===== src/hw/rtl/clx_pkg.sv =====
// Shared types, codes and character classes for the command line lexer.
`default_nettype none
package clx_pkg;

  typedef enum logic [2:0] {
    ST_IDLE  = 3'd0,
    ST_DASH  = 3'd1,
    ST_WORD  = 3'd2,
    ST_QUOTE = 3'd3,
    ST_SEP   = 3'd4,
    ST_NEG   = 3'd5,
    ST_PNAME = 3'd6,
    ST_DONE  = 3'd7
  } lex_state_t;

  localparam logic ITEM_CHAR = 1'b0;
  localparam logic ITEM_END  = 1'b1;

  localparam logic [1:0] TOK_NONE  = 2'd0;
  localparam logic [1:0] TOK_VALUE = 2'd1;
  localparam logic [1:0] TOK_PNAME = 2'd2;
  localparam logic [1:0] TOK_SEP   = 2'd3;

  localparam logic [7:0] CH_HASH  = 8'h23;
  localparam logic [7:0] CH_TILDE = 8'h7E;
  localparam logic [7:0] CH_COLON = 8'h3A;
  localparam logic [7:0] CH_DASH  = 8'h2D;
  localparam logic [7:0] CH_SLASH = 8'h2F;
  localparam logic [7:0] CH_DOT   = 8'h2E;
  localparam logic [7:0] CH_UNDER = 8'h5F;
  localparam logic [7:0] CH_QUOTE = 8'h22;

  localparam int unsigned QUEUE_DEPTH = 4;
  localparam int unsigned QUEUE_AW    = $clog2(QUEUE_DEPTH);

  typedef struct packed {
    logic       item_kind;
    logic [7:0] char_out;
    logic [1:0] token_kind;
    logic       last;
  } res_item_t;

  typedef struct packed {
    logic       emit;
    res_item_t  item;
    lex_state_t nxt;
  } idle_res_t;

  function automatic logic is_alpha(input logic [7:0] c);
    return (c >= 8'h41 && c <= 8'h5A) || (c >= 8'h61 && c <= 8'h7A);
  endfunction

  function automatic logic is_digit(input logic [7:0] c);
    return c >= 8'h30 && c <= 8'h39;
  endfunction

  function automatic logic is_word(input logic [7:0] c);
    return is_alpha(c) || is_digit(c) || c == CH_SLASH || c == CH_DOT || c == CH_UNDER;
  endfunction

  function automatic res_item_t char_item(input logic [7:0] c);
    res_item_t r;
    r.item_kind  = ITEM_CHAR;
    r.char_out   = c;
    r.token_kind = TOK_NONE;
    r.last       = 1'b0;
    return r;
  endfunction

  function automatic res_item_t end_item(input logic [1:0] tok);
    res_item_t r;
    r.item_kind  = ITEM_END;
    r.char_out   = 8'd0;
    r.token_kind = tok;
    r.last       = 1'b0;
    return r;
  endfunction

  function automatic idle_res_t idle_step(input logic [7:0] c);
    idle_res_t r;
    r.emit = 1'b0;
    r.item = char_item(c);
    r.nxt  = ST_IDLE;
    if (is_word(c)) begin
      r.emit = 1'b1;
      r.nxt  = ST_WORD;
    end else if (c == CH_DASH) begin
      r.nxt = ST_DASH;
    end else if (c == CH_TILDE) begin
      r.nxt = ST_SEP;
    end else if (c == CH_QUOTE) begin
      r.nxt = ST_QUOTE;
    end else if (c == CH_HASH) begin
      r.emit = 1'b1;
      r.item = end_item(TOK_NONE);
      r.nxt  = ST_DONE;
    end
    return r;
  endfunction

endpackage
`default_nettype wire


===== src/hw/rtl/clx_if.sv =====
// Request channel interfaces for lexer input bytes and lexer results.
`default_nettype none
interface clx_in_if;
  import clx_pkg::*;
  logic       valid;
  logic       ready;
  logic [7:0] char_code;
  logic       line_start;
  modport source (output valid, output char_code, output line_start, input ready);
  modport sink (input valid, input char_code, input line_start, output ready);
endinterface

interface clx_out_if;
  import clx_pkg::*;
  logic       valid;
  logic       ready;
  logic       item_kind;
  logic [7:0] char_out;
  logic [1:0] token_kind;
  logic       last;
  modport source (output valid, output item_kind, output char_out, output token_kind,
                  output last, input ready);
  modport sink (input valid, input item_kind, input char_out, input token_kind,
                input last, output ready);
endinterface
`default_nettype wire


===== src/hw/rtl/clx_step.sv =====
// Lexer step logic: one byte and the current state give up to two results.
`default_nettype none
module clx_step (
  input  clx_pkg::lex_state_t state,
  input  logic [7:0]          char_code,
  input  logic                line_start,
  output clx_pkg::lex_state_t state_nxt,
  output logic [1:0]          res_cnt,
  output clx_pkg::res_item_t  res0,
  output clx_pkg::res_item_t  res1
);
  import clx_pkg::*;

  lex_state_t cur;
  idle_res_t  idle_r;
  logic       redo;
  logic [1:0] n1;
  res_item_t  a0;
  res_item_t  a1;
  lex_state_t s1;

  assign cur    = line_start ? ST_IDLE : state;
  assign idle_r = idle_step(char_code);

  always_comb begin
    redo = 1'b0;
    n1   = 2'd0;
    a0   = char_item(char_code);
    a1   = char_item(char_code);
    s1   = cur;
    unique case (cur)
      ST_IDLE: begin
        n1 = {1'b0, idle_r.emit};
        a0 = idle_r.item;
        s1 = idle_r.nxt;
      end
      ST_DASH: begin
        if (is_alpha(char_code)) begin
          n1 = 2'd1;
          s1 = ST_PNAME;
        end else if (is_digit(char_code)) begin
          n1 = 2'd2;
          a0 = char_item(CH_DASH);
          s1 = ST_NEG;
        end else begin
          n1   = 2'd1;
          a0   = end_item(TOK_NONE);
          redo = 1'b1;
        end
      end
      ST_WORD: begin
        n1 = 2'd1;
        if (!is_word(char_code)) begin
          a0   = end_item(TOK_VALUE);
          redo = 1'b1;
        end
      end
      ST_QUOTE: begin
        n1 = 2'd1;
        if (char_code == CH_QUOTE) begin
          a0 = end_item(TOK_VALUE);
          s1 = ST_IDLE;
        end
      end
      ST_SEP: begin
        if (char_code != CH_TILDE && char_code != CH_COLON) begin
          n1   = 2'd1;
          a0   = end_item(TOK_SEP);
          redo = 1'b1;
        end
      end
      ST_NEG: begin
        n1 = 2'd1;
        if (!is_digit(char_code)) begin
          a0   = end_item(TOK_VALUE);
          redo = 1'b1;
        end
      end
      ST_PNAME: begin
        n1 = 2'd1;
        if (!(is_alpha(char_code) || is_digit(char_code))) begin
          a0   = end_item(TOK_PNAME);
          redo = 1'b1;
        end
      end
      ST_DONE: begin
        n1 = 2'd0;
      end
      default: begin
        n1 = 2'd0;
      end
    endcase
  end

  always_comb begin
    state_nxt = s1;
    res_cnt   = n1;
    res0      = a0;
    res1      = a1;
    if (redo) begin
      state_nxt = idle_r.nxt;
      res1      = idle_r.item;
      res_cnt   = idle_r.emit ? 2'd2 : 2'd1;
    end
    res0.last = (res_cnt == 2'd1);
    res1.last = 1'b1;
  end

endmodule
`default_nettype wire


===== src/hw/rtl/clx_queue.sv =====
// Result queue: takes up to two results per cycle, delivers one per cycle while out_ready is high.
`default_nettype none
module clx_queue (
  input  logic               clk,
  input  logic               rst_n,
  input  logic [1:0]         push_cnt,
  input  clx_pkg::res_item_t push0,
  input  clx_pkg::res_item_t push1,
  output logic               room2,
  output logic               out_valid,
  input  logic               out_ready,
  output clx_pkg::res_item_t out_item
);
  import clx_pkg::*;

  res_item_t             mem_r [QUEUE_DEPTH];
  logic [QUEUE_AW-1:0]   wr_ptr_r;
  logic [QUEUE_AW-1:0]   wr_ptr_nxt;
  logic [QUEUE_AW-1:0]   rd_ptr_r;
  logic [QUEUE_AW-1:0]   rd_ptr_nxt;
  logic [QUEUE_AW:0]     cnt_r;
  logic [QUEUE_AW:0]     cnt_nxt;
  logic                  pop;

  assign pop       = out_valid && out_ready;
  assign out_valid = (cnt_r != '0);
  assign out_item  = mem_r[rd_ptr_r];
  assign room2     = (cnt_r <= (QUEUE_AW+1)'(QUEUE_DEPTH - 2));

  assign wr_ptr_nxt = wr_ptr_r + QUEUE_AW'(push_cnt);
  assign rd_ptr_nxt = rd_ptr_r + QUEUE_AW'(pop);
  assign cnt_nxt    = cnt_r + (QUEUE_AW+1)'(push_cnt) - (QUEUE_AW+1)'(pop);

  always_ff @(posedge clk) begin
    if (push_cnt != 2'd0) begin
      mem_r[wr_ptr_r] <= push0;
    end
    if (push_cnt == 2'd2) begin
      mem_r[wr_ptr_r + QUEUE_AW'(1)] <= push1;
    end
  end

  always_ff @(posedge clk) begin
    if (!rst_n) begin
      wr_ptr_r <= '0;
      rd_ptr_r <= '0;
      cnt_r    <= '0;
    end else begin
      wr_ptr_r <= wr_ptr_nxt;
      rd_ptr_r <= rd_ptr_nxt;
      cnt_r    <= cnt_nxt;
    end
  end

endmodule
`default_nettype wire


===== src/hw/rtl/command_line_lexer_core.sv =====
// Command line lexer top level: byte requests in, lexeme and token-end requests out.
// The in_req channel takes one command line byte per request with a line_start
// flag that returns the lexer to idle before the byte is handled.
// The out_req channel delivers result items: lexeme characters and token ends
// with their token kind; last marks the final result caused by a byte.
// A byte is lexed in the cycle it is accepted and its results are written into a
// four-entry result queue, whose registered head drives out_req.
// Throughput: one byte per cycle while each byte gives at most one result and
// out_req.ready stays high; a byte that gives two results needs the result port
// for both, so the rate is set by the single result port, one result per cycle.
// in_req.ready is high while the queue has room for two results, so it drops
// when the receiver stalls and the queue fills, and bytes wait upstream.
// Reset (rst_n low at a clock edge) empties the queue and puts the lexer in idle.
`default_nettype none
module command_line_lexer_core (
  input  logic              clk,
  input  logic              rst_n,
  clx_in_if.sink            in_req,
  clx_out_if.source         out_req
);
  import clx_pkg::*;

  lex_state_t state_r;
  lex_state_t state_nxt;
  logic       accept;
  logic [1:0] res_cnt;
  logic [1:0] push_cnt;
  res_item_t  res0;
  res_item_t  res1;
  res_item_t  head;
  logic       room2;

  assign accept   = in_req.valid && in_req.ready;
  assign push_cnt = accept ? res_cnt : 2'd0;
  assign in_req.ready = room2;

  clx_step u_step (
    .state      (state_r),
    .char_code  (in_req.char_code),
    .line_start (in_req.line_start),
    .state_nxt  (state_nxt),
    .res_cnt    (res_cnt),
    .res0       (res0),
    .res1       (res1)
  );

  clx_queue u_queue (
    .clk       (clk),
    .rst_n     (rst_n),
    .push_cnt  (push_cnt),
    .push0     (res0),
    .push1     (res1),
    .room2     (room2),
    .out_valid (out_req.valid),
    .out_ready (out_req.ready),
    .out_item  (head)
  );

  assign out_req.item_kind  = head.item_kind;
  assign out_req.char_out   = head.char_out;
  assign out_req.token_kind = head.token_kind;
  assign out_req.last       = head.last;

  always_ff @(posedge clk) begin
    if (!rst_n) begin
      state_r <= ST_IDLE;
    end else if (accept) begin
      state_r <= state_nxt;
    end
  end

endmodule
`default_nettype wire


===== src/flat_wrapper.sv =====
// flat-port wrapper written by rule: the top's interface ports become plain ports
module command_line_lexer_core_flat import clx_pkg::*;
  (clk, rst_n, in_req_valid, in_req_char_code, in_req_line_start, in_req_ready, out_req_valid, out_req_item_kind, out_req_char_out, out_req_token_kind, out_req_last, out_req_ready);
  clx_in_if in_req_i ();
  clx_out_if out_req_i ();
  input  logic clk;
  input  logic rst_n;
  input wire logic [$bits(in_req_i.valid)-1:0] in_req_valid;
  input wire logic [$bits(in_req_i.char_code)-1:0] in_req_char_code;
  input wire logic [$bits(in_req_i.line_start)-1:0] in_req_line_start;
  output wire logic [$bits(in_req_i.ready)-1:0] in_req_ready;
  output wire logic [$bits(out_req_i.valid)-1:0] out_req_valid;
  output wire logic [$bits(out_req_i.item_kind)-1:0] out_req_item_kind;
  output wire logic [$bits(out_req_i.char_out)-1:0] out_req_char_out;
  output wire logic [$bits(out_req_i.token_kind)-1:0] out_req_token_kind;
  output wire logic [$bits(out_req_i.last)-1:0] out_req_last;
  input wire logic [$bits(out_req_i.ready)-1:0] out_req_ready;
  assign in_req_i.valid = in_req_valid;
  assign in_req_i.char_code = in_req_char_code;
  assign in_req_i.line_start = in_req_line_start;
  assign in_req_ready = in_req_i.ready;
  assign out_req_valid = out_req_i.valid;
  assign out_req_item_kind = out_req_i.item_kind;
  assign out_req_char_out = out_req_i.char_out;
  assign out_req_token_kind = out_req_i.token_kind;
  assign out_req_last = out_req_i.last;
  assign out_req_i.ready = out_req_ready;
  command_line_lexer_core u_core (.clk(clk), .rst_n(rst_n), .in_req(in_req_i), .out_req(out_req_i));
endmodule

===== config.mk =====
export PLATFORM = sky130hd
export DESIGN_NAME = command_line_lexer_core_flat
export DESIGN_NICKNAME = d
export VERILOG_FILES = /design/src/hw/rtl/clx_pkg.sv /design/src/hw/rtl/clx_if.sv /design/src/hw/rtl/clx_step.sv /design/src/hw/rtl/clx_queue.sv /design/src/hw/rtl/command_line_lexer_core.sv /design/src/flat_wrapper.sv
export SDC_FILE = /design/constraint.sdc
export NUM_CORES = 1
export LEC_CHECK = 0
export ABC_AREA = 1
export ABC_CLOCK_PERIOD_IN_PS = 2650
export BUFFER_PORTS_ARGS = -buffer_cell sky130_fd_sc_hd__buf_2
export CAP_MARGIN = 5
export CORE_MARGIN = 2
export CORE_UTILIZATION = 55
export DETAILED_ROUTE_END_ITERATION = 6
export GPL_ROUTABILITY_DRIVEN = 0
export PLACE_DENSITY_LB_ADDON = 0.3
export REMOVE_ABC_BUFFERS = 1
export SETUP_SLACK_MARGIN = 0.05
export SLEW_MARGIN = 40
export SYNTH_ARGS = -nofsm -noshare
export SYNTH_HDL_FRONTEND = slang
export SYNTH_SLANG_ARGS = --single-unit

===== constraint.sdc =====
create_clock -name clk -period 2.65 [get_ports clk]
set_clock_uncertainty 0.1 [all_clocks]
set_input_delay 0 -clock clk [delete_from_list [all_inputs] [get_ports clk]]
set_output_delay 0 -clock clk [all_outputs]
set_load 0.05 [all_outputs]

Word level (Yosys, flattened, before mapping)
Memory sizes are Yosys's and may differ from the RTL's. A register that Yosys moved wholly into a read port is not among the register bits.
Index checks and enable logic that the tools add are counted.
{ "word_totals": {"input_bits": 13, "mem_bits_ro": 0, "output_inout_bits": 14, "ram_bits": 48, "memories": 1, "ff_bits": 10, "latchBits": 0, "elab_cells": 93} }
{ "memory_table": {"columns": ["name", "depth", "width", "read_ports", "rd_ports_with_merged_regs", "write_ports", "line_no", "source"], "rows": [
  ["u_core.u_queue.mem_r", 4, 12, 1, 1, 2, "clx_queue.sv:16", "res_item_t mem_r [QUEUE_DEPTH];"]
]} }
{ "classes": {"n_mux": 43, "shift": 0, "multipliers": 0, "magnitude_cmp": 7, "n_bitwise": 0, "n_reduce_logical": 15, "n_eq_ne": 18, "n_addsub": 5, "n_div": 0} }
{ "ops": {"columns": ["operator", "n"], "rows": [
  ["12-bit two-way mux", 9],
  ["12-bit case mux with 7 select lines", 1],
  ["8-bit by 6-bit == test with 1-bit output, second input constant", 5],
  ["13-bit two-way mux", 3],
  ["3-bit two-way mux", 9],
  ["8-bit by 7-bit == test with 1-bit output, second input constant", 2],
  ["8-bit by 7-bit greater-or-equal comparator with 1-bit output, second input constant", 2],
  ["8-bit by 7-bit less-or-equal comparator with 1-bit output, second input constant", 2],
  ["16-bit two-way mux", 1],
  ["3-bit == test, second input constant", 4],
  ["2-bit two-way mux", 6],
  ["1-bit two-way mux", 11],
  ["2-bit case mux with 5 select lines", 1],
  ["3-bit case mux with 3 select lines", 1],
  ["8-bit by 6-bit greater-or-equal comparator with 1-bit output, second input constant", 1],
  ["8-bit by 6-bit less-or-equal comparator with 1-bit output, second input constant", 1],
  ["8-bit by 6-bit != test with 1-bit output, second input constant", 1],
  ["8-bit by 7-bit != test with 1-bit output, second input constant", 1],
  ["3-bit by 2-bit == test with 1-bit output, second input constant", 2],
  ["1-bit logical AND", 6],
  ["1-bit logical OR", 5],
  ["1-bit case mux with 5 select lines", 1],
  ["4-bit OR reduction", 1],
  ["3-bit by 2-bit adder with 3-bit output", 1],
  ["other kinds (11)", 11]
]} }

Longest topological paths before layout
Gate-level depths: netlist (run 1).
{ "depth": {"depth_word": 14, "ltp_mapped": 22, "depth_no_buf": 22} }

By module
Synthesis (run 1) repeated with hierarchy kept, for this count alone.
{ "hier_totals": {"hier_cells": 513, "hier_area_um2": 4117.7} }
{ "by_module_without_submodules": {"columns": ["module", "cells_per_inst", "seq_area_each_um2", "instances", "area_each_um2"], "rows": [
  ["clx_queue", 290, 1581.5, 1, 3032.9],
  ["clx_step", 200, 0.0, 1, 947.2],
  ["command_line_lexer_core", 23, 60.1, 1, 137.6]
]} }

Worst setup path before layout (run 1)
OpenSTA, ideal clock, no wires.
{ "synth_path": {"path_kind": "register to register", "startpoint": "register u_core.u_queue.cnt_r[1]", "endpoint": "register u_core.u_queue.cnt_r[2]", "setup_time_ns": 0.114, "required_ns": 2.436, "stages_incl_launch_ff": 13, "n_path_buf": 0, "path_slack_ns": -0.232, "period_less_slack_ns": 2.882, "t_arrival_ns": 2.667, "path_cell_list": "dfxtp_1 a21oi_1 nand2_1 inv_1 nand2_4 ha_1 inv_1 ha_1 inv_1 fa_1 xor2_1 inv_1 nor2_1"} }
{ "synth_via": {"elab_chain_len": 5, "word_cells_on_any_way": 7, "cone_classes": "2 x add/sub; 1 x order compare; 1 x mux; 3 x reduce/logical"} }
{ "synth_rtl": {"columns": ["item", "line_no", "source"], "rows": [
  ["from (decl)", "clx_queue.sv:21", "logic [QUEUE_AW:0] cnt_r;"],
  ["from (signal assigned)", "clx_queue.sv:51", "cnt_r <= cnt_nxt;"],
  ["3-bit by 2-bit less-or-equal comparator with 1-bit output", "clx_queue.sv:28", "assign room2 = (cnt_r <= (QUEUE_AW+1)'(QUEUE_DEPTH - 2));"],
  ["named net in_req_ready", "flat_wrapper.sv:11", "output wire logic [$bits(in_req_i.ready)-1:0] in_req_ready;"],
  ["1-bit logical AND", "command_line_lexer_core.sv:33", "assign accept = in_req.valid && in_req.ready;"],
  ["2-bit two-way mux", "command_line_lexer_core.sv:34", "assign push_cnt = accept ? res_cnt : 2'd0;"],
  ["3-bit by 2-bit adder with 3-bit output", "clx_queue.sv:32", "assign cnt_nxt = cnt_r + (QUEUE_AW+1)'(push_cnt) - (QUEUE_AW+1)'(pop);"],
  ["3-bit by 1-bit subtractor with 3-bit output", "clx_queue.sv:32", null]
]} }
The timed path passes the listed nets, and every way through them passes these cells.
A chain may end at the register's enable or synchronous reset.

Worst setup path in the final report (run 1)
{ "layout_path": {"startpoint": "register u_core.state_r[0]", "endpoint": "register u_core.u_queue.cnt_r[2]"} }
{ "layout_via": {"elab_chain_len": 8, "word_cells_on_any_way": 16, "cone_classes": "2 x add/sub; 7 x eq/ne; 5 x mux; 2 x reduce/logical"} }
{ "layout_rtl": {"columns": ["item", "line_no", "source"], "rows": [
  ["from (decl)", "command_line_lexer_core.sv:23", "lex_state_t state_r;"],
  ["from (signal assigned)", "command_line_lexer_core.sv:68", "state_r <= state_nxt;"],
  ["3-bit two-way mux (*)", "clx_step.sv:22", "assign cur = line_start ? ST_IDLE : state;"],
  ["3-bit == test / 3-bit by 2-bit == test with 1-bit output (equally long branches)", "clx_step.sv:31", "unique case (cur)"],
  ["4-bit OR reduction (no source line)", null, null],
  ["2-bit case mux with 5 select lines", "clx_step.sv:31", null],
  ["2-bit two-way mux (*)", "clx_step.sv:100", "if (redo) begin"],
  ["2-bit two-way mux (*)", "command_line_lexer_core.sv:34", null],
  ["3-bit by 2-bit adder with 3-bit output (*)", "clx_queue.sv:32", null],
  ["3-bit by 1-bit subtractor with 3-bit output (*)", "clx_queue.sv:32", null]
]} }
Mark *: on every way between the ends. The rest lies on a longest branch, timed or not.

==> results of run 1 <==
[layout by cell type, fill, tap and decap left out, types with 10 or more instances in the layout]
master and count:
nand2_2 14, buf_4 74, inv_2 11, nand3_1 39, inv_1 38, o21ai_0 47, nor2_1 65, nor2_4 10
o22ai_1 26, dfxtp_1 20, clkbuf_8 10, buf_2 26, nand2_1 72, edfxtp_1 36
[worst max path at each step]
stage	startpoint	to	slack, ns	cells after the start
after floorplan	u_core.u_queue.cnt_r[1]	u_core.u_queue.cnt_r[2]	-0.23	12
after global routing	u_core.state_r[0]	u_core.u_queue.cnt_r[2]	-0.16	19
after CTS	u_core.state_r[1]	u_core.u_queue.cnt_r[2]	0.06	19
after detailed placement	u_core.state_r[1]	u_core.u_queue.cnt_r[2]	-0.16	17
final	u_core.state_r[0]	u_core.u_queue.cnt_r[2]	-0.07	19
after global placement	u_core.state_r[1]	u_core.u_queue.cnt_r[2]	-0.06	17
[power by group]
| group | switching (W) | internal, W | leakage, nW |
|---|---|---|---|
| clock | 0.000382 | 0.000520 | 0.116 |
| sequential | 0.0000966 | 0.00117 | 0.534 |
| combinational | 0.00145 | 0.000702 | 1.45 |
[critical path, cell delays in order (launching register included)]
cell,delay (ns)
dfxtp_2,0.34
inv_2,0.05
nor2_4,0.18
nand2_4,0.09
nor2_4,0.13
nand4_1,0.13
buf_4,0.18
o21ai_4,0.06
nor2_4,0.06
nand2_2,0.10
nand2_4,0.07
nand2_4,0.07
ha_4,0.21
inv_2,0.06
ha_4,0.12
inv_2,0.04
fa_2,0.37
xor2_1,0.17
inv_1,0.07
nor2_1,0.03
[layer usage]
layer | global-route usage, % | vias to the layer above | share of wire [%]
met3 | 5.64 | 47 | 6.0
met4 | 15.2 | 0 | 4.0
li1 | - | 1792 | -
met5 | 0 | - | 0
met1 | 34.6 | 1743 | 40
met2 | 49.5 | 168 | 50
[sequential cells by signal, indices dropped and copies added (netlist names)]
signal and cells:
u_core.u_queue.rd_ptr_r 2, u_core.state_r 3, u_core.u_queue.cnt_r 3, u_core.u_queue.wr_ptr_r 2, u_core.u_queue.mem_r 48
[layout make-up]
cell class | instances | area share, %
clock inverters | 5 | 1.20
well taps | 77 | 2.05
repair buffers | 103 | 15.6
flip-flops and latches | 58 | 32.4
clock buffers | 11 | 3.45
multi-input cells | 343 | 41.3
inverters | 50 | 4.04
[metrics by stage]
stage	worst slack, ns	setup TNS, ns
after floorplan	-0.232	-0.874
after global placement	-0.0603	-0.0603
after detailed placement	-0.159	-0.296
after CTS	0.0561	0
after global routing	-0.160	-0.256
final	-0.0719	-0.0774
[repair_timing]
action / CTS / global route
hold buffers: 1 / 0
setup buffers: 2 / 2
setup endpoints to repair: 56 / 45
resized for setup: 21 / 18
pin swaps: 5 / 13
hold endpoints to repair: 10 / 0
[kinds of logic (layout without fill, tap and decap cells)]
| kind of cell | after synthesis | in the layout | share of synthesized area (%) |
|---|---|---|---|
| xor gates and xnor gates | 5 | 5 | 1.22 |
| buffers and inverters | 63 | 169 | 7.61 |
| AOI/OAI and AO/OA | 99 | 99 | 15.9 |
| DFF | 58 | 58 | 42.3 |
| and+or+nand+nor | 233 | 233 | 30.7 |
| adders and majority gates | 6 | 6 | 2.29 |
==> results.py, run 1 <==
metrics = {
    "power_and_ir_drop": {
        "ir_drop_mv": 0.655,
        "p_leak_nw": 2.10,
        "fin_total_pwr_w": 0.00432,
        "cellPowerDensity_nw_per_um2": 918,
    },
    "global_routing": {
        "antenna_found_initial": 0,
        "track_usage_pct": 29.0,
        "grt_pass1_wl_mm": 16.6,
        "overflow": 0,
        "grt_pass1_vias": 3610,
        "grt_max_degree": 26,
    },
    "placed_design": {
        "dp_cells": 626,
        "numPortBuffers": 26,
        "dpl.hpwl_mm": 7.34,
        "place_area_um2": 4310,
    },
    "clocking": {
        "cts_made_buffers": 9,
        "tritoncts": "done",
        "htree_levels": 3,
        "clock_path_buffers": 2,
        "cts_root_buf": "clkbuf_8",
        "cts.sink_count": 58,
        "clk_latency_ns": 0.34,
        "clk_pin_slew_worst_paths_ns": 0.08,
    },
    "worst_setup_path": {
        "r2r_slack_ns": -0.07,
        "startpoint_type": "flop",
        "cp_max_fo": 3,
        "r2r_start": "u_core.state_r[0]",
        "r2r_end": "u_core.u_queue.cnt_r[2]",
        "rr_worst_depth": 19,
        "end_kind": "flop",
        "cp.required_ns": 2.79,
        "arrival_ns": 2.86,
        "crit_type": "flop to flop",
    },
    "timing": {
        "fin_hold_ws_ns": 0.0514,
        "setup_viol": 2,
        "period_needed_ns": 2.72,
        "setup_slack_ns": -0.0719,
        "maxSlewViolCount": 0,
        "slew_headroom_pct": 52.9,
        "max_freq_mhz": 367,
        "rsz0062_at_grt": "true",
        "tightest_slew_ns": 0.699,
        "final-hold-violation-count": 0,
        "period_share_pct": 103,
    },
    "logic_synthesis": {
        "synth.avg_cell_area_um2": 7.76,
        "ys_top_cells_by_area": "edfxtp_1 30%, dfxtp_1 12%, nand2_1 8.0%",
        "synthDistinctLibCells": 42,
        "yosys_warnings": 0,
        "synth_common_cells": "77 x nand2_1, 74 x nor2_1, 47 x o21ai_0, 42 x inv_1, 39 x nand3_1",
        "synth_cells": 464,
        "yosysTopAreaCell": "edfxtp_1",
        "syn-cell-area_um2": 3600,
        "ys_async_sr_fraction_pct": 0,
        "synth_top_area_share_pct": 30.0,
        "ys_seq_area_share_pct": 42.3,
        "synth_edf_count": 36,
        "synthFlopType": "edfxtp_1",
        "yosysMostFrequentCell": "nand2_1",
        "yosys_register_bits": 58,
    },
    "finish": {
        "antenna_cells": 0,
        "area_growth_pct": 30.9,
        "fin_cells": 647,
        "multiInputGateArea_um2": 1950,
        "seqCellArea_um2": 1520,
        "drive_above_1_share_pct": 32.3,
        "fill_cells": 456,
        "nNetsFinal": 584,
        "stdcell_area_um2": 4710,
        "post-route-util_pct": 74.2,
    },
    "die": {
        "fp.dieArea_um2": 7210,
        "core_area_um2": 6350,
        "rows": 29,
        "fp.dieH_um": 84.9,
        "die_w_um": 84.9,
        "initial_core_util_pct": 56.7,
        "io_pins": 27,
    },
    "routing": {
        "drt_iter0_drc": 287,
        "vias": 3750,
        "wl_mm": 10.5,
        "dr.pass1.iters": 4,
        "drc": 0,
        "ant_nets": 0,
        "via_per_inst": 5.80,
        "wl_per_cell_um": 16.3,
    },
    "status": {
        "violations": "setup timing",
        "outcome": "finished with violations",
    },
    "min_path": {
        "hold_depth": 4,
        "holdPathEnd": "u_core.u_queue.mem_r[0][5]",
        "hp-start": "in_req_char_code[2]",
        "hold_path.class": "input port to flop",
    },
    "flow_run": {
        "drv_cap": 0,
    },
}
(Power assumes the default switching activity.)
==> run 2, diff against run 1 <==
Settings changed: ABC_AREA 1 to unset, CAP_MARGIN 5 to unset, GPL_TIMING_DRIVEN set to 0.
==> run 2 against run 1 <==
The run still ends with setup timing left. Clock-buffer cell count up 1. Synthesized area down 1.3%. Via count down 26%. First-iteration DRC count down 31%. Die area down 1.2%. Synthesized cell count down 30%. Wire length down 22%. Critical path type unchanged. Critical endpoint unchanged. Largest cell class unchanged. Largest power group unchanged.
==> results.py, run 2 <==
metrics = {
    "worst_setup_path": {
        "cp.required_ns": 2.77,
        "critPathBufInv": 0,
        "r2r_end": "u_core.u_queue.cnt_r[2]",
        "r2r_start": "u_core.state_r[2]",
        "r2r_slack_ns": -0.29,
        "worst_path_max_delay_cell": "or4bb_1",
        "end_kind": "flop",
        "cp_top_family": "simple AND/OR/NAND/NOR gates",
        "crit_type": "flop to flop",
        "cp_max_fo": 13,
        "startpoint_type": "flop",
        "crit_path_cell_trace": "or4bb_1, a21oi_2, a311oi_4, o21bai_4, nand3_1, ha_1, fa_2, xor2_2, xnor2_1, and2_1",
        "crit_path_max_incr_delay_ns": 0.55,
        "rr_worst_depth": 10,
        "arrival_ns": 3.07,
    },
    "logic_synthesis": {
        "yosys_register_bits": 58,
        "synth_top_area_share_pct": 30.4,
        "synth_common_cells": "36 x edfxtp_1, 22 x dfxtp_1, 20 x nor2_1, 19 x and2_1, 16 x o22ai_1",
        "synthFlopType": "edfxtp_1",
        "yosys_warnings": 0,
        "synth_cells": 324,
        "ys_seq_area_share_pct": 42.8,
        "yosysMostFrequentCell": "edfxtp_1",
        "synth.avg_cell_area_um2": 11.0,
        "synthDistinctLibCells": 67,
        "yosysTopAreaCell": "edfxtp_1",
        "ys_async_sr_fraction_pct": 0,
        "ys_top_cells_by_area": "edfxtp_1 30%, dfxtp_1 12%, mux4_2 7.6%",
        "synth_edf_count": 36,
        "syn-cell-area_um2": 3550,
    },
    "power_and_ir_drop": {
        "p_leak_nw": 1.43,
        "cellPowerDensity_nw_per_um2": 855,
        "ir_drop_mv": 0.677,
        "fin_total_pwr_w": 0.00359,
    },
    "clocking": {
        "cts.sink_count": 58,
        "cts_made_buffers": 9,
        "clock_path_buffers": 2,
        "cts_root_buf": "clkbuf_8",
        "htree_levels": 3,
        "clk_pin_slew_worst_paths_ns": 0.07,
        "tritoncts": "done",
        "clk_latency_ns": 0.33,
    },
    "timing": {
        "rsz0062_at_grt": "true",
        "slew_headroom_pct": 51.9,
        "maxSlewViolCount": 0,
        "period_needed_ns": 2.94,
        "final-hold-violation-count": 0,
        "period_share_pct": 111,
        "tightest_slew_ns": 0.721,
        "setup_viol": 2,
        "fin_setup_tns_ns": -0.328,
        "setup_slack_ns": -0.291,
        "max_freq_mhz": 340,
    },
    "min_path": {
        "hold_path.class": "input port to flop",
        "hp-start": "in_req_char_code[7]",
        "hold_depth": 4,
        "holdPathEnd": "u_core.state_r[0]",
    },
    "die": {
        "fp.dieArea_um2": 7120,
        "die_w_um": 84.4,
        "initial_core_util_pct": 56.3,
        "fp.dieH_um": 84.4,
        "core_area_um2": 6310,
        "rows": 29,
        "io_pins": 27,
    },
    "status": {
        "outcome": "finished with violations",
        "violations": "setup timing",
    },
    "global_routing": {
        "grt_use_met1_pct": 31.5,
        "grt_pass1_vias": 2671,
        "antenna_found_initial": 0,
        "overflow": 0,
        "gr-max-usage-layer": "met2",
        "grt_max_degree": 16,
        "grt_pass1_wl_mm": 13.4,
        "grtUsageMet2_pct": 40.0,
        "gr-usage-met3_pct": 4.23,
        "track_usage_pct": 23.7,
    },
    "finish": {
        "final_common_cell": "edfxtp_1",
        "stdcell_area_um2": 4200,
        "top_register": "u_core.u_queue.mem_r",
        "area_growth_pct": 18.0,
        "nNetsFinal": 378,
        "top_regs": "u_core.u_queue.mem_r x48, u_core.state_r x3, u_core.u_queue.cnt_r x3",
        "largest_reg_flops": 48,
        "most-common-layout-cells": "36 x edfxtp_1, 26 x buf_2, 19 x and2_1, 18 x nor2_1, 18 x dfxtp_1",
        "antenna_cells": 0,
        "drive_above_1_share_pct": 33.2,
    },
    "routing": {
        "vias": 2768,
        "wl_mm": 8.16,
        "drc": 0,
        "ant_nets": 0,
        "drt_iter0_drc": 197,
        "via_per_inst": 6.28,
        "wl_per_cell_um": 18.5,
        "dr.pass1.iters": 5,
    },
    "placed_design": {
        "numPortBuffers": 26,
        "place_area_um2": 3710,
        "dpl.hpwl_mm": 5.69,
        "preCtsSetupSlack_ns": -0.892,
    },
    "flow_run": {
        "drv_cap": 0,
    },
}
run 2: cell count changes in the layout (fill, tap and decap cells not counted), moves of 10 or more:
cell / before / now
nand2_1: 72 / 14
nand2_2: 14 / 0
nand3_1: 39 / 11
inv_1: 38 / 4
o22ai_1: 26 / 16
o21ai_0: 47 / 10
buf_4: 74 / 12
mux4_2: 0 / 12
nor2_1: 65 / 18
o21a_1: 0 / 11
and2_1: 0 / 19
run 2: layout make-up:
type	instances	area, um^2
sequential	58	1530
inverter	11	51.3
multi-input combinational	238	2050
clock inverter	4	27.5
timing repair buffer	41	251
clock buffer	12	188
tap	77	96.3
fill	493	2120
run 2: worst min-delay path, cell delays in order:
cell	delay, ns
buf_2	0.14
nor4b_2	0.09
o211ai_1	0.09
a31oi_1	0.08
run 2: logic make-up (layout without fill, tap and decap cells):
| family | Yosys count | count (layout) | share of synthesized area (%) |
|---|---|---|---|
| and+or+nand+nor | 120 | 120 | 21.4 |
| muxes | 12 | 12 | 7.60 |
| buffers and inverters | 28 | 68 | 3.27 |
| adders and majority gates | 6 | 6 | 2.32 |
| xor gates and xnor gates | 6 | 6 | 1.48 |
| DFF | 58 | 58 | 42.8 |
| AOI/OAI and AO/OA | 94 | 94 | 21.2 |
run 2: where the power goes:
part	switching, W	internal (W)
logic	0.000900	0.000573
clock network	0.000356	0.000481
registers	0.000157	0.00112
total	0.00141	0.00217
run 2: per-stage QoR:
stage,cells,hold WS [ns],utilization (%)
after global routing,441,0.0386,66.4
final,441,0.0119,66.4
after CTS,436,0.00269,64.9
after floorplan,307,0.0217,-
after detailed placement,410,0.231,58.7
after global placement,410,0.231,58.7
run 2: what timing repair did:
action | CTS | global route
buffers inserted | 8 | 5
endpoints found under the hold margin | 14 | 0
setup endpoints to repair | 81 | 37
pin swaps | 6 | 11
resized for setup | 26 | 17
hold buffers | 2 | 0
run 2: worst max path at each step:
| stage | slack (ns) | start | depth (start not counted) | to |
|---|---|---|---|---|
| 2_1_floorplan | -0.57 | u_core.state_r[2] | 10 | u_core.u_queue.cnt_r[2] |
| 4_1_cts | -0.27 | u_core.state_r[0] | 15 | u_core.u_queue.cnt_r[2] |
| 3_3_place_gp | -0.83 | u_core.state_r[2] | 10 | u_core.u_queue.cnt_r[2] |
| 5_1_grt | -0.35 | u_core.state_r[0] | 15 | u_core.u_queue.cnt_r[2] |
| 3_5_place_dp | -0.89 | u_core.state_r[2] | 10 | u_core.u_queue.cnt_r[2] |
| 6_report | -0.29 | u_core.state_r[2] | 10 | u_core.u_queue.cnt_r[2] |
run 2: per-layer routing:
metal | routed length (um) | vias to the layer above
met4 | 147 | 0
met1 | 3510 | 1345
met3 | 387 | 15
li1 | - | 1315
met2 | 4110 | 93
met5 | 0 | -
